$ cat config.mk
export PLATFORM = sky130hd
export DESIGN_NAME = windowed_rms_level_meter
export DESIGN_NICKNAME = d
export VERILOG_FILES = /design/src/design/wrlm_pkg.sv /design/src/design/wrlm_alu.sv /design/src/design/wrlm_outbuf.sv /design/src/design/wrlm_seq.sv /design/src/design/windowed_rms_level_meter.sv
export SDC_FILE = /design/constraint.sdc
export NUM_CORES = 1
export LEC_CHECK = 0
export ABC_AREA = 1
export CAP_MARGIN = 20
export CORE_MARGIN = 2
export CORE_UTILIZATION = 40
export CTS_CLUSTER_SIZE = 16
export DETAILED_ROUTE_END_ITERATION = 7
export DONT_BUFFER_PORTS = 1
export PLACE_DENSITY_LB_ADDON = 0.25
export SYNTH_ARGS = -nofsm -noshare
export SYNTH_HDL_FRONTEND = slang
export SYNTH_SLANG_ARGS = --single-unit
$ cat constraint.sdc
create_clock -name clk -period 7.65 [get_ports clk]
set_clock_uncertainty 0.05 [all_clocks]
set_input_delay 0 -clock clk [delete_from_list [all_inputs] [get_ports clk]]
set_output_delay 0 -clock clk [all_outputs]
set_load 0.005 [all_outputs]
$ cat src/design/wrlm_pkg.sv
// Package for the windowed RMS level meter.
// Holds the widths, constants, codes, sequencer states and shared-unit structs.
// No dependencies.
package wrlm_pkg;

  // Window and field sizes
  localparam int MAX_WINDOW = 800;
  localparam int SAMPLE_W   = 16;
  localparam int CMD_W      = 2;
  localparam int SUM_W      = 40;
  localparam int CNT_W      = 10;
  localparam int LEVEL_W    = 10;

  // Shared unit operand sizes
  localparam int MUL_W  = 17;
  localparam int PROD_W = 2 * MUL_W;
  localparam int SQ_W   = 31;
  localparam int ROOT_W = 32;
  localparam int P_W    = 26;
  localparam int Q_W    = P_W - 15;
  localparam int R0_W   = 16;

  // Level scaling constants
  localparam int FULL_SCALE = 32767;
  localparam int LEVEL_MAX  = 1000;

  // Iteration counts of the long operations
  localparam int DIV_STEPS  = SUM_W;
  localparam int SQRT_STEPS = ROOT_W / 2;
  localparam int STEP_W     = $clog2(DIV_STEPS);

  // Command codes
  localparam logic [CMD_W-1:0] CMD_ACC   = 2'd0;
  localparam logic [CMD_W-1:0] CMD_CLOSE = 2'd1;
  localparam logic [CMD_W-1:0] CMD_CLEAR = 2'd2;

  typedef enum logic [3:0] {
    S_IDLE,
    S_SQUARE,
    S_ACCUM,
    S_DIV,
    S_SQRT,
    S_MUL,
    S_ADD,
    S_CMP,
    S_DONE
  } state_t;

  typedef enum logic {
    ALU_ADD,
    ALU_SUB
  } alu_op_t;

  typedef struct packed {
    alu_op_t            op;
    logic [SUM_W-1:0]   a;
    logic [SUM_W-1:0]   b;
    logic [MUL_W-1:0]   ma;
    logic [MUL_W-1:0]   mb;
  } alu_req_t;

  typedef struct packed {
    logic [SUM_W-1:0]   res;
    logic               borrow;
    logic [PROD_W-1:0]  prod;
  } alu_rsp_t;

endpackage

$ cat src/design/wrlm_alu.sv
// Shared arithmetic unit: one 40-bit adder/subtractor and one 17x17 multiplier.
// Depends on wrlm_pkg.
module wrlm_alu import wrlm_pkg::*; (
  input  alu_req_t req,
  output alu_rsp_t rsp
);

  logic [SUM_W-1:0] b_in;
  logic             cin;
  logic [SUM_W:0]   total;

  // Invert and add one for a subtract
  assign b_in  = (req.op == ALU_SUB) ? ~req.b : req.b;
  assign cin   = (req.op == ALU_SUB);
  assign total = {1'b0, req.a} + {1'b0, b_in} + {{SUM_W{1'b0}}, cin};

  assign rsp.res    = total[SUM_W-1:0];
  assign rsp.borrow = (req.op == ALU_SUB) & ~total[SUM_W];
  assign rsp.prod   = req.ma * req.mb;

endmodule

$ cat src/design/wrlm_outbuf.sv
// Output register that holds one finished level while the consumer stalls.
// Depends on wrlm_pkg.
module wrlm_outbuf import wrlm_pkg::*; (
  input  logic               clk,
  input  logic               rst,
  input  logic               res_valid,
  input  logic [LEVEL_W-1:0] res_level,
  output logic               res_stall,
  output logic               out_valid,
  input  logic               out_stall,
  output logic [LEVEL_W-1:0] level
);

  logic               valid_q;
  logic [LEVEL_W-1:0] level_q;

  // Refuse a new level only while the held one is stalled
  assign res_stall = valid_q & out_stall;

  // Load a new item, or drop the held one once taken
  always_ff @(posedge clk) begin
    if (rst) begin
      valid_q <= 1'b0;
    end else if (res_valid && !res_stall) begin
      valid_q <= 1'b1;
    end else if (!out_stall) begin
      valid_q <= 1'b0;
    end
  end

  always_ff @(posedge clk) begin
    if (res_valid && !res_stall) begin
      level_q <= res_level;
    end
  end

  assign out_valid = valid_q;
  assign level     = level_q;

endmodule

$ cat src/design/wrlm_seq.sv
// Sequencer and window state: accumulates squares, then divides, takes the
// root and scales it, step by step through the shared unit.
// Depends on wrlm_pkg.
module wrlm_seq import wrlm_pkg::*; (
  input  logic                clk,
  input  logic                rst,
  input  logic                in_valid,
  output logic                in_stall,
  input  logic [CMD_W-1:0]    command,
  input  logic signed [SAMPLE_W-1:0] sample,
  output alu_req_t            alu_req,
  input  alu_rsp_t            alu_rsp,
  output logic                res_valid,
  output logic [LEVEL_W-1:0]  res_level,
  input  logic                res_stall
);

  state_t state, state_next;

  logic [SUM_W-1:0]   sum;
  logic [CNT_W-1:0]   count;
  logic [MUL_W-1:0]   mag;
  logic               close_req;
  logic [SQ_W-1:0]    square;
  logic [SUM_W-1:0]   quo;
  logic [CNT_W-1:0]   rem;
  logic [CNT_W-1:0]   divisor;
  logic [ROOT_W-1:0]  v;
  logic [ROOT_W-1:0]  root;
  logic [ROOT_W-1:0]  bitpos;
  logic [P_W-1:0]     p;
  logic [R0_W-1:0]    r0;
  logic [STEP_W-1:0]  step;
  logic [LEVEL_W-1:0] level_q;

  logic               accept;
  logic               is_clear;
  logic [MUL_W-1:0]   sample_ext;
  logic [MUL_W-1:0]   mag_in;
  logic [CNT_W-1:0]   cnt_inc;
  logic               win_close;
  logic [CNT_W:0]     trial;
  logic [SUM_W-1:0]   quo_final;
  logic [Q_W-1:0]     q0;
  logic [Q_W-1:0]     q_fin;
  logic               div_last;
  logic               sqrt_last;

  assign accept   = in_valid & ~in_stall;
  assign is_clear = (command >= CMD_CLEAR);

  // Magnitude of the sample, exact for the most negative code
  assign sample_ext = {sample[SAMPLE_W-1], sample};
  assign mag_in     = sample[SAMPLE_W-1] ? (~sample_ext + MUL_W'(1)) : sample_ext;

  assign cnt_inc   = count + CNT_W'(1);
  assign win_close = close_req || (cnt_inc >= CNT_W'(MAX_WINDOW)) || (cnt_inc == '1);

  // Restoring divide step: shift in the next dividend bit
  assign trial     = {rem, quo[SUM_W-1]};
  assign quo_final = {quo[SUM_W-2:0], ~alu_rsp.borrow};

  // Scale by 1000/32767: p = q0 * 32767 + r0 with r0 = p mod 32768 + q0
  assign q0    = p[P_W-1:15];
  assign q_fin = q0 + Q_W'(!alu_rsp.borrow);

  assign div_last  = (step == STEP_W'(DIV_STEPS - 1));
  assign sqrt_last = (step == STEP_W'(SQRT_STEPS - 1));

  // Next state
  always_comb begin
    state_next = state;
    case (state)
      S_IDLE: begin
        if (accept) begin
          state_next = is_clear ? S_DONE : S_SQUARE;
        end
      end
      S_SQUARE: state_next = S_ACCUM;
      S_ACCUM:  state_next = win_close ? S_DIV : S_IDLE;
      S_DIV: begin
        if (div_last) begin
          state_next = S_SQRT;
        end
      end
      S_SQRT: begin
        if (sqrt_last) begin
          state_next = S_MUL;
        end
      end
      S_MUL:  state_next = S_ADD;
      S_ADD:  state_next = S_CMP;
      S_CMP:  state_next = S_DONE;
      S_DONE: begin
        if (!res_stall) begin
          state_next = S_IDLE;
        end
      end
      default: state_next = S_IDLE;
    endcase
  end

  // Outputs and shared unit operands
  always_comb begin
    in_stall   = 1'b1;
    res_valid  = 1'b0;
    alu_req.op = ALU_ADD;
    alu_req.a  = '0;
    alu_req.b  = '0;
    alu_req.ma = mag;
    alu_req.mb = mag;
    case (state)
      S_IDLE: in_stall = 1'b0;
      S_SQUARE: begin
        alu_req.ma = mag;
        alu_req.mb = mag;
      end
      S_ACCUM: begin
        alu_req.op = ALU_ADD;
        alu_req.a  = sum;
        alu_req.b  = SUM_W'(square);
      end
      S_DIV: begin
        alu_req.op = ALU_SUB;
        alu_req.a  = SUM_W'(trial);
        alu_req.b  = SUM_W'(divisor);
      end
      S_SQRT: begin
        alu_req.op = ALU_SUB;
        alu_req.a  = SUM_W'(v);
        alu_req.b  = SUM_W'(root | bitpos);
      end
      S_MUL: begin
        alu_req.ma = root[MUL_W-1:0];
        alu_req.mb = MUL_W'(LEVEL_MAX);
      end
      S_ADD: begin
        alu_req.op = ALU_ADD;
        alu_req.a  = SUM_W'(p[14:0]);
        alu_req.b  = SUM_W'(q0);
      end
      S_CMP: begin
        alu_req.op = ALU_SUB;
        alu_req.a  = SUM_W'(r0);
        alu_req.b  = SUM_W'(FULL_SCALE);
      end
      S_DONE: res_valid = 1'b1;
      default: in_stall = 1'b1;
    endcase
  end

  assign res_level = level_q;

  // State register and window state
  always_ff @(posedge clk) begin
    if (rst) begin
      state <= S_IDLE;
      sum   <= '0;
      count <= '0;
    end else begin
      state <= state_next;
      case (state)
        S_IDLE: begin
          if (accept && is_clear) begin
            sum   <= '0;
            count <= '0;
          end
        end
        S_ACCUM: begin
          if (win_close) begin
            sum   <= '0;
            count <= '0;
          end else begin
            sum   <= alu_rsp.res;
            count <= cnt_inc;
          end
        end
        default: begin
          sum   <= sum;
          count <= count;
        end
      endcase
    end
  end

  // Working registers of the long operations
  always_ff @(posedge clk) begin
    case (state)
      S_IDLE: begin
        mag       <= mag_in;
        close_req <= (command == CMD_CLOSE);
        level_q   <= '0;
      end
      S_SQUARE: square <= alu_rsp.prod[SQ_W-1:0];
      S_ACCUM: begin
        quo     <= alu_rsp.res;
        rem     <= '0;
        divisor <= cnt_inc;
        step    <= '0;
      end
      S_DIV: begin
        quo  <= quo_final;
        rem  <= alu_rsp.borrow ? trial[CNT_W-1:0] : alu_rsp.res[CNT_W-1:0];
        step <= div_last ? '0 : step + STEP_W'(1);
        if (div_last) begin
          // Clamp the mean to 32 bits and set up the root
          v      <= (quo_final[SUM_W-1:ROOT_W] != '0) ? '1 : quo_final[ROOT_W-1:0];
          root   <= '0;
          bitpos <= ROOT_W'(1) << (ROOT_W - 2);
        end
      end
      S_SQRT: begin
        if (!alu_rsp.borrow) begin
          v    <= alu_rsp.res[ROOT_W-1:0];
          root <= (root >> 1) | bitpos;
        end else begin
          root <= root >> 1;
        end
        bitpos <= bitpos >> 2;
        step   <= step + STEP_W'(1);
      end
      S_MUL: p  <= alu_rsp.prod[P_W-1:0];
      S_ADD: r0 <= alu_rsp.res[R0_W-1:0];
      S_CMP: begin
        level_q <= (q_fin > Q_W'(LEVEL_MAX)) ? LEVEL_W'(LEVEL_MAX) : q_fin[LEVEL_W-1:0];
      end
      default: level_q <= level_q;
    endcase
  end

endmodule

$ cat src/design/windowed_rms_level_meter.sv
// Windowed RMS level meter, top level.
// A sample that leaves the window open is squared and added; the next item is taken after that.
// A window close runs square, add, a 40-step divide and a 16-step root through the
// one shared adder/subtractor, 3 scaling steps and the hand-off; the level reaches the output
// register at the hand-off. A clear goes straight to the hand-off with level 0. A finished
// level waits in the output register while the next item is taken. Synchronous reset clears
// the sequencer, the window sum and count, and the output valid.
module windowed_rms_level_meter import wrlm_pkg::*; (
  input  logic                       clk,
  input  logic                       rst,
  input  logic                       in_valid,
  output logic                       in_stall,
  input  logic [CMD_W-1:0]           command,
  input  logic signed [SAMPLE_W-1:0] sample,
  output logic                       out_valid,
  input  logic                       out_stall,
  output logic [LEVEL_W-1:0]         level
);

  alu_req_t           alu_req;
  alu_rsp_t           alu_rsp;
  logic               res_valid;
  logic [LEVEL_W-1:0] res_level;
  logic               res_stall;

  wrlm_seq u_seq (
    .clk       (clk),
    .rst       (rst),
    .in_valid  (in_valid),
    .in_stall  (in_stall),
    .command   (command),
    .sample    (sample),
    .alu_req   (alu_req),
    .alu_rsp   (alu_rsp),
    .res_valid (res_valid),
    .res_level (res_level),
    .res_stall (res_stall)
  );

  wrlm_alu u_alu (
    .req (alu_req),
    .rsp (alu_rsp)
  );

  wrlm_outbuf u_outbuf (
    .clk       (clk),
    .rst       (rst),
    .res_valid (res_valid),
    .res_level (res_level),
    .res_stall (res_stall),
    .out_valid (out_valid),
    .out_stall (out_stall),
    .level     (level)
  );

endmodule

==> results_dict.tcl, run 1 <==
set metrics [dict create \
    gp_congestion 0.9782 \
    yosys_warnings 0 \
    cts_buffer_depth 3 \
    critical_path.cell_chain "nor2_4, nand2_1, clkinv_4, nor2_1, clkinv_1, nor2_1, inv_1, fa_1, inv_1, fa_1, fa_1, fa_1, fa_1, inv_1, fa_1, inv_1, ha_1, nand2_1, nor4_1, a21oi_1, o21ai_1, a21oi_1, o21bai_1, xor2_1" \
    postRouteAntennaNets 0 \
    clockRootBuffer "clkbuf_16" \
    via_count 19790 \
    grt_max_degree 63 \
    reg2reg_from "u_seq.state[3]$_SDFFE_PP0P_" \
    drive_gt1_share_pct 6.271 \
    synth_top_area_share_pct 30.56 \
    overflow 0 \
    tns_ns 0 \
    fillers 6116 \
    path_class "flip-flop to flip-flop" \
    area_growth_pct 11.52 \
    cts_sinks 311 \
    final_common_cell "nand2_1" \
    crit_path_frequent_cell "fa_1" \
    outcome "finished clean" \
    slew_viol_final 0 \
    core_area_um2 61940 \
    netlist_area_um2 25160 \
    path_clk_slew_ns 0.06 \
    nNetsFinal 3351 \
    post-route-drc-count 0 \
    syn_nets 3289 \
    yosysSeqAreaShare_pct 34.94 \
    reg2reg_slack_ns 0.35 \
    crit_path_end_kind "flip-flop" \
    clk_latency_ns 0.57 \
    routedWlPerCell_um 20.23 \
    grt_pass1_vias 20538 \
    dieWidth_um 254.8 \
    worstPathArrival_ns 7.53 \
    track_usage_pct 24.58 \
    yosys_register_bits 311 \
    cp_max_fo 23 \
    maxCapViolations 0 \
    multi_input_area_um2 13870 \
    period_minus_slack_ns 7.295 \
    dieHeight_um 254.8 \
    n_antenna_cell 0 \
    worstHoldStart "sample[11]" \
    setup_violations 0 \
    clock.fmax_mhz 137.1 \
    cp.required_ns 7.89 \
    pin_count 34 \
    yosys-top-cells-area "edfxtp_1 (31%), fa_1 (18%), nand2_1 (8.6%)" \
    final_core_util_pct 45.29 \
    crit_path_start "u_seq.state[3]$_SDFFE_PP0P_" \
    routed_wl_mm 77.60 \
    synthCells 2908 \
    grt_pass1_wl_mm 120.6 \
    hold_violations 0 \
    synth_area_leader_cell "edfxtp_1" \
    hold_path_class "input port to flip-flop" \
    initial_core_util_pct 40.61 \
    async_flop_share_pct 0 \
    postCtsSetupRepairBufs 0 \
    ys.flop_type "edfxtp_1" \
    syn_avg_cell_area_um2 8.650 \
    cts_tree "done" \
    register_area_um2 8788 \
    critPathMaxStageDelay_ns 0.56 \
    slew-limit-headroom_pct 35.68 \
    vias_per_cell 5.160 \
    dp.final_hpwl_mm 60.43 \
    antenna_found_initial 0 \
    dr.pass1.iters 5 \
    tightest_slew_ns 0.9648 \
    synth_cell_types 63 \
    synth_edf_count 256 \
    fin_crit_sh_pct 95.36 \
    io_buffers 0 \
    rsz0062_at_grt "false" \
    cp_slowest_cell "fa_1" \
    drt-initial-drc-count 1458 \
    cts_max_level 2 \
    cts-buffers-inserted 37 \
    start_kind "flip-flop" \
    die_area_um2 64910 \
    rows 91 \
    layout_common_cells "nand2_1 (574), inv_1 (566), nor2_1 (333)" \
]
## layout make-up
type	count	share of cell area [%]
clock buffers	50	3.733
inverters	582	7.819
well taps	837	3.733
clock inverters	17	0.7894
flip-flops and latches	311	31.33
repair buffers	101	3.149
multi-input cells	1937	49.45
## timing repair
| item | 4_1_cts | 5_1_grt |
|---|---|---|
| hold buffers | 39 | 0 |
| endpoints found under the hold margin | 82 | 0 |
| resized for setup | 0 | 8 |
| setup endpoints to repair | 0 | 15 |
## cell usage after synthesis, drive strengths merged, types with 11 or more instances
master	n
a21oi	181
a22o	16
a22oi	13
a31oi	16
buf	27
clkbuf	51
dfxtp	55
edfxtp	256
fa	223
ha	136
inv	577
nand2	592
nand3	82
nand4	15
nor2	347
nor3	21
nor4	11
o21ai	102
xnor2	24
xor2	70
## worst max-delay path, delay by kind of cell, from the launching register on
kind | cells | cell delay (ns)
xor+xnor | 1 | 0.08
simple gates | 6 | 1.34
flops | 1 | 0.47
fa+ha+maj | 7 | 3.39
compound gates | 4 | 0.76
buf+inv | 6 | 0.90
## flip-flops by register name (all words and copies together) (netlist names), 17 cells and up
register / cells
u_seq.quo: 40
u_seq.mag: 17
u_seq.sum: 40
u_seq.square: 31
u_seq.v: 32
u_seq.root: 31
u_seq.p: 26
## metal layers
layer | up-vias | global-route usage, % | wire length [µm]
met4 | 0 | 7.803 | 2429
met5 | - | 0 | 0
met2 | 597 | 42.15 | 37290
li1 | 9353 | - | -
met1 | 9721 | 32.73 | 34030
met3 | 119 | 2.398 | 3846
## through the flow
step                      hold WS (ns)  setup WS, ns  cell area [µm²]  std cells
after floorplan                0.04887        0.8585            25160       2908
after detailed placement       0.03269        0.2199            26360       3729
after global placement         0.03047        0.2700            26360       3729
after CTS                     0.003554        0.1762            28050       3835
final                          0.02376        0.3547            28050       3835
after global routing           0.08250      0.002367            28050       3835
## worst paths after layout
| kind | end | cells after the start |
|---|---|---|
| setup / recovery | u_seq.square[27]$_DFFE_PP_ | 24 |
| hold reg to reg | u_outbuf.level[4]$_DFFE_PP_ | 0 |
| setup reg to reg | u_seq.square[27]$_DFFE_PP_ | 24 |
| hold / removal | u_seq.mag[14]$_DFFE_PP_ | 5 |
## cells by family (layout without fill, tap and decap cells)
logic type / after synthesis / count (layout) / share of synthesized area [%]
AOI/OAI and AO/OA: 401 / 401 / 9.460
DFF: 311 / 311 / 34.94
other: 1 / 1 / 0.01491
buffers and inverters: 660 / 750 / 10.09
xor gates and xnor gates: 94 / 94 / 3.422
adders and majority gates: 359 / 359 / 24.51
and+or+nand+nor: 1082 / 1082 / 17.57
Power of run 1 is not shown: default switching activity piles up to over one toggle a cycle in this logic, so the estimate is an artifact.
==> run 2: changes to the inputs <==
--- a/config.mk
+++ b/config.mk
@@ -7,7 +7,7 @@
 export LEC_CHECK = 0
 export ABC_AREA = 1
 export CAP_MARGIN = 20
-export CORE_MARGIN = 2
+export CORE_MARGIN = 8
 export CORE_UTILIZATION = 40
 export CTS_CLUSTER_SIZE = 16
 export DETAILED_ROUTE_END_ITERATION = 7
==> constraint.sdc (replaced) <==
create_clock -name clk -period 7.4 [get_ports clk]
set_clock_uncertainty 0.05 [all_clocks]
set_input_delay 0 -clock clk [delete_from_list [all_inputs] [get_ports clk]]
set_output_delay 0 -clock clk [all_outputs]
set_load 0.005 [all_outputs]
==> results_dict.tcl, run 2 (synthesis results as in run 1) <==
set metrics [dict create \
    dieWidth_um 266.8 \
    rows 92 \
    period_minus_slack_ns 7.012 \
    layout_setup_ws_ns 0.3875 \
    cts_max_level 2 \
    dr.pass1.iters 6 \
    postPlaceCellArea_um2 26470 \
    final_area_um2 28120 \
    path_class "flip-flop to flip-flop" \
    path_clk_slew_ns 0.06 \
    cp_max_fo 35 \
    cp_slowest_cell "fa_1" \
    slew_viol_final 0 \
    overflow 0 \
    post-route-drc-count 0 \
    crit_path_frequent_cell "inv_1" \
    routedWlPerCell_um 19.76 \
    drt-initial-drc-count 1489 \
    nNetsFinal 3359 \
    postCtsSetupRepairBufs 0 \
    maxCapViolations 0 \
    cts-buffers-inserted 37 \
    routed_wl_mm 76.12 \
    crit_path_end_kind "flip-flop" \
    setup_violations 0 \
    reg2reg_from "u_seq.state[2]$_SDFFE_PP0P_" \
    track_usage_pct 21.53 \
    grt_max_degree 54 \
    reg2reg_slack_ns 0.39 \
    area_growth_pct 11.77 \
    vias_per_cell 5.079 \
    worstPathArrival_ns 7.26 \
    tns_ns 0 \
    r2r_cells 31 \
    postRouteAntennaNets 0 \
    clk_latency_ns 0.56 \
    initial_core_util_pct 40.17 \
    clock.fmax_mhz 142.6 \
    dieHeight_um 266.8 \
    fillers 6203 \
    n_antenna_cell 0 \
    reg2reg_to "u_seq.square[27]$_DFFE_PP_" \
    core_area_um2 62620 \
    start_kind "flip-flop" \
    critPathMaxStageDelay_ns 0.51 \
    pre_cts_ws_ns 0.2105 \
    tightest_slew_ns 0.9782 \
    cp-endpoint "u_seq.square[27]$_DFFE_PP_" \
    gp_congestion 0.9426 \
    die_area_um2 71170 \
    hold_violations 0 \
    cp.required_ns 7.65 \
    rsz0062_at_grt "false" \
    crit_path_start "u_seq.state[2]$_SDFFE_PP0P_" \
    layout_common_cells "nand2_1 (573), inv_1 (566), nor2_1 (333)" \
    multi_input_area_um2 13890 \
    cts_sinks 311 \
    grt_pass1_vias 20254 \
    outcome "finished clean" \
    clockRootBuffer "clkbuf_16" \
    antenna_found_initial 0 \
    drive_gt1_share_pct 6.784 \
    register_area_um2 8788 \
    cts_tree "done" \
    hold_path_class "input port to flip-flop" \
    grt_pass1_wl_mm 119.0 \
    cts_buffer_depth 3 \
    fin_crit_sh_pct 94.76 \
    dp.final_hpwl_mm 59.98 \
    pin_count 34 \
    via_count 19571 \
    io_buffers 0 \
    top_regs "u_seq.quo x40, u_seq.sum x40, u_seq.v x32" \
    final_common_cell "nand2_1" \
    slew-limit-headroom_pct 33.10 \
]
run 2: cell count changes in the layout (fill, tap and decap cells not counted), moves of 2 or more:
cell       change
clkbuf_1       -4
clkinv_1       +2
buf_4          +6
inv_6          -2
clkinv_2       +2
buf_12         +2
a21oi_1        -2
bufinv_16      -3
clkinv_4       +2
a21oi_2        +2
run 2: final cells by class:
cell class                 instances  share of cell area, %
multi-input combinational       1937                  49.41
sequential                       311                  31.26
inverter                         582                  7.783
tap                              846                  3.765
clock buffer                      47                  3.720
timing repair buffer             109                  3.444
clock inverter                    21                 0.6186
run 2: routing by layer:
metal	vias up	global-route usage (%)	wire [µm]
li1	9368	-	-
met1	9614	28.44	33650
met2	487	36.79	36820
met3	102	2.846	3582
met4	0	6.146	2061
met5	-	0	0
run 2: how the worst min path moves through the flow:
| stage | from | end | slack, ns | cells past startpoint |
|---|---|---|---|---|
| 6_report | in_valid | u_seq.sum[0]$_SDFFE_PP0P_ | 0.02 | 4 |
| 5_1_grt | in_valid | u_seq.sum[9]$_SDFFE_PP0P_ | 0.05 | 4 |
| 4_1_cts | in_valid | u_seq.sum[0]$_SDFFE_PP0P_ | 0.009 | 4 |
| 3_5_place_dp | rst | u_seq.count[8]$_SDFFE_PP0P_ | 0.03 | 1 |
| 3_3_place_gp | rst | u_seq.count[9]$_SDFFE_PP0P_ | 0.03 | 1 |
| 2_1_floorplan | sample[0] | u_seq.mag[0]$_DFFE_PP_ | 0.05 | 0 |
run 2: stage by stage:
| stage | instances | utilization (%) | hold WS (ns) |
|---|---|---|---|
| 6_report | 3853 | 44.90 | 0.02394 |
| 3_5_place_dp | 3746 | 42.27 | 0.03006 |
| 3_3_place_gp | 3746 | 42.27 | 0.02689 |
| 4_1_cts | 3852 | 44.85 | 0.009099 |
| 2_1_floorplan | 2908 | - | 0.04887 |
| 5_1_grt | 3853 | 44.90 | 0.05194 |
run 2: critical path, delay by kind of cell, from the launching register on:
family	cells	cell delay [ns]
buffers and inverters	10	1.26
flip-flops	1	0.43
adder cells (fa/ha/maj)	7	2.83
AO/OA/AOI/OAI	8	1.47
XOR/XNOR	1	0.14
AND/OR/NAND/NOR	5	0.51
run 2: repair_timing:
item                       CTS  global route
resized for setup            0            11
hold buffers                38             0
hold endpoints to repair    82             0
setup endpoints to repair    0            16
Power of run 2 is left out for the same reason.
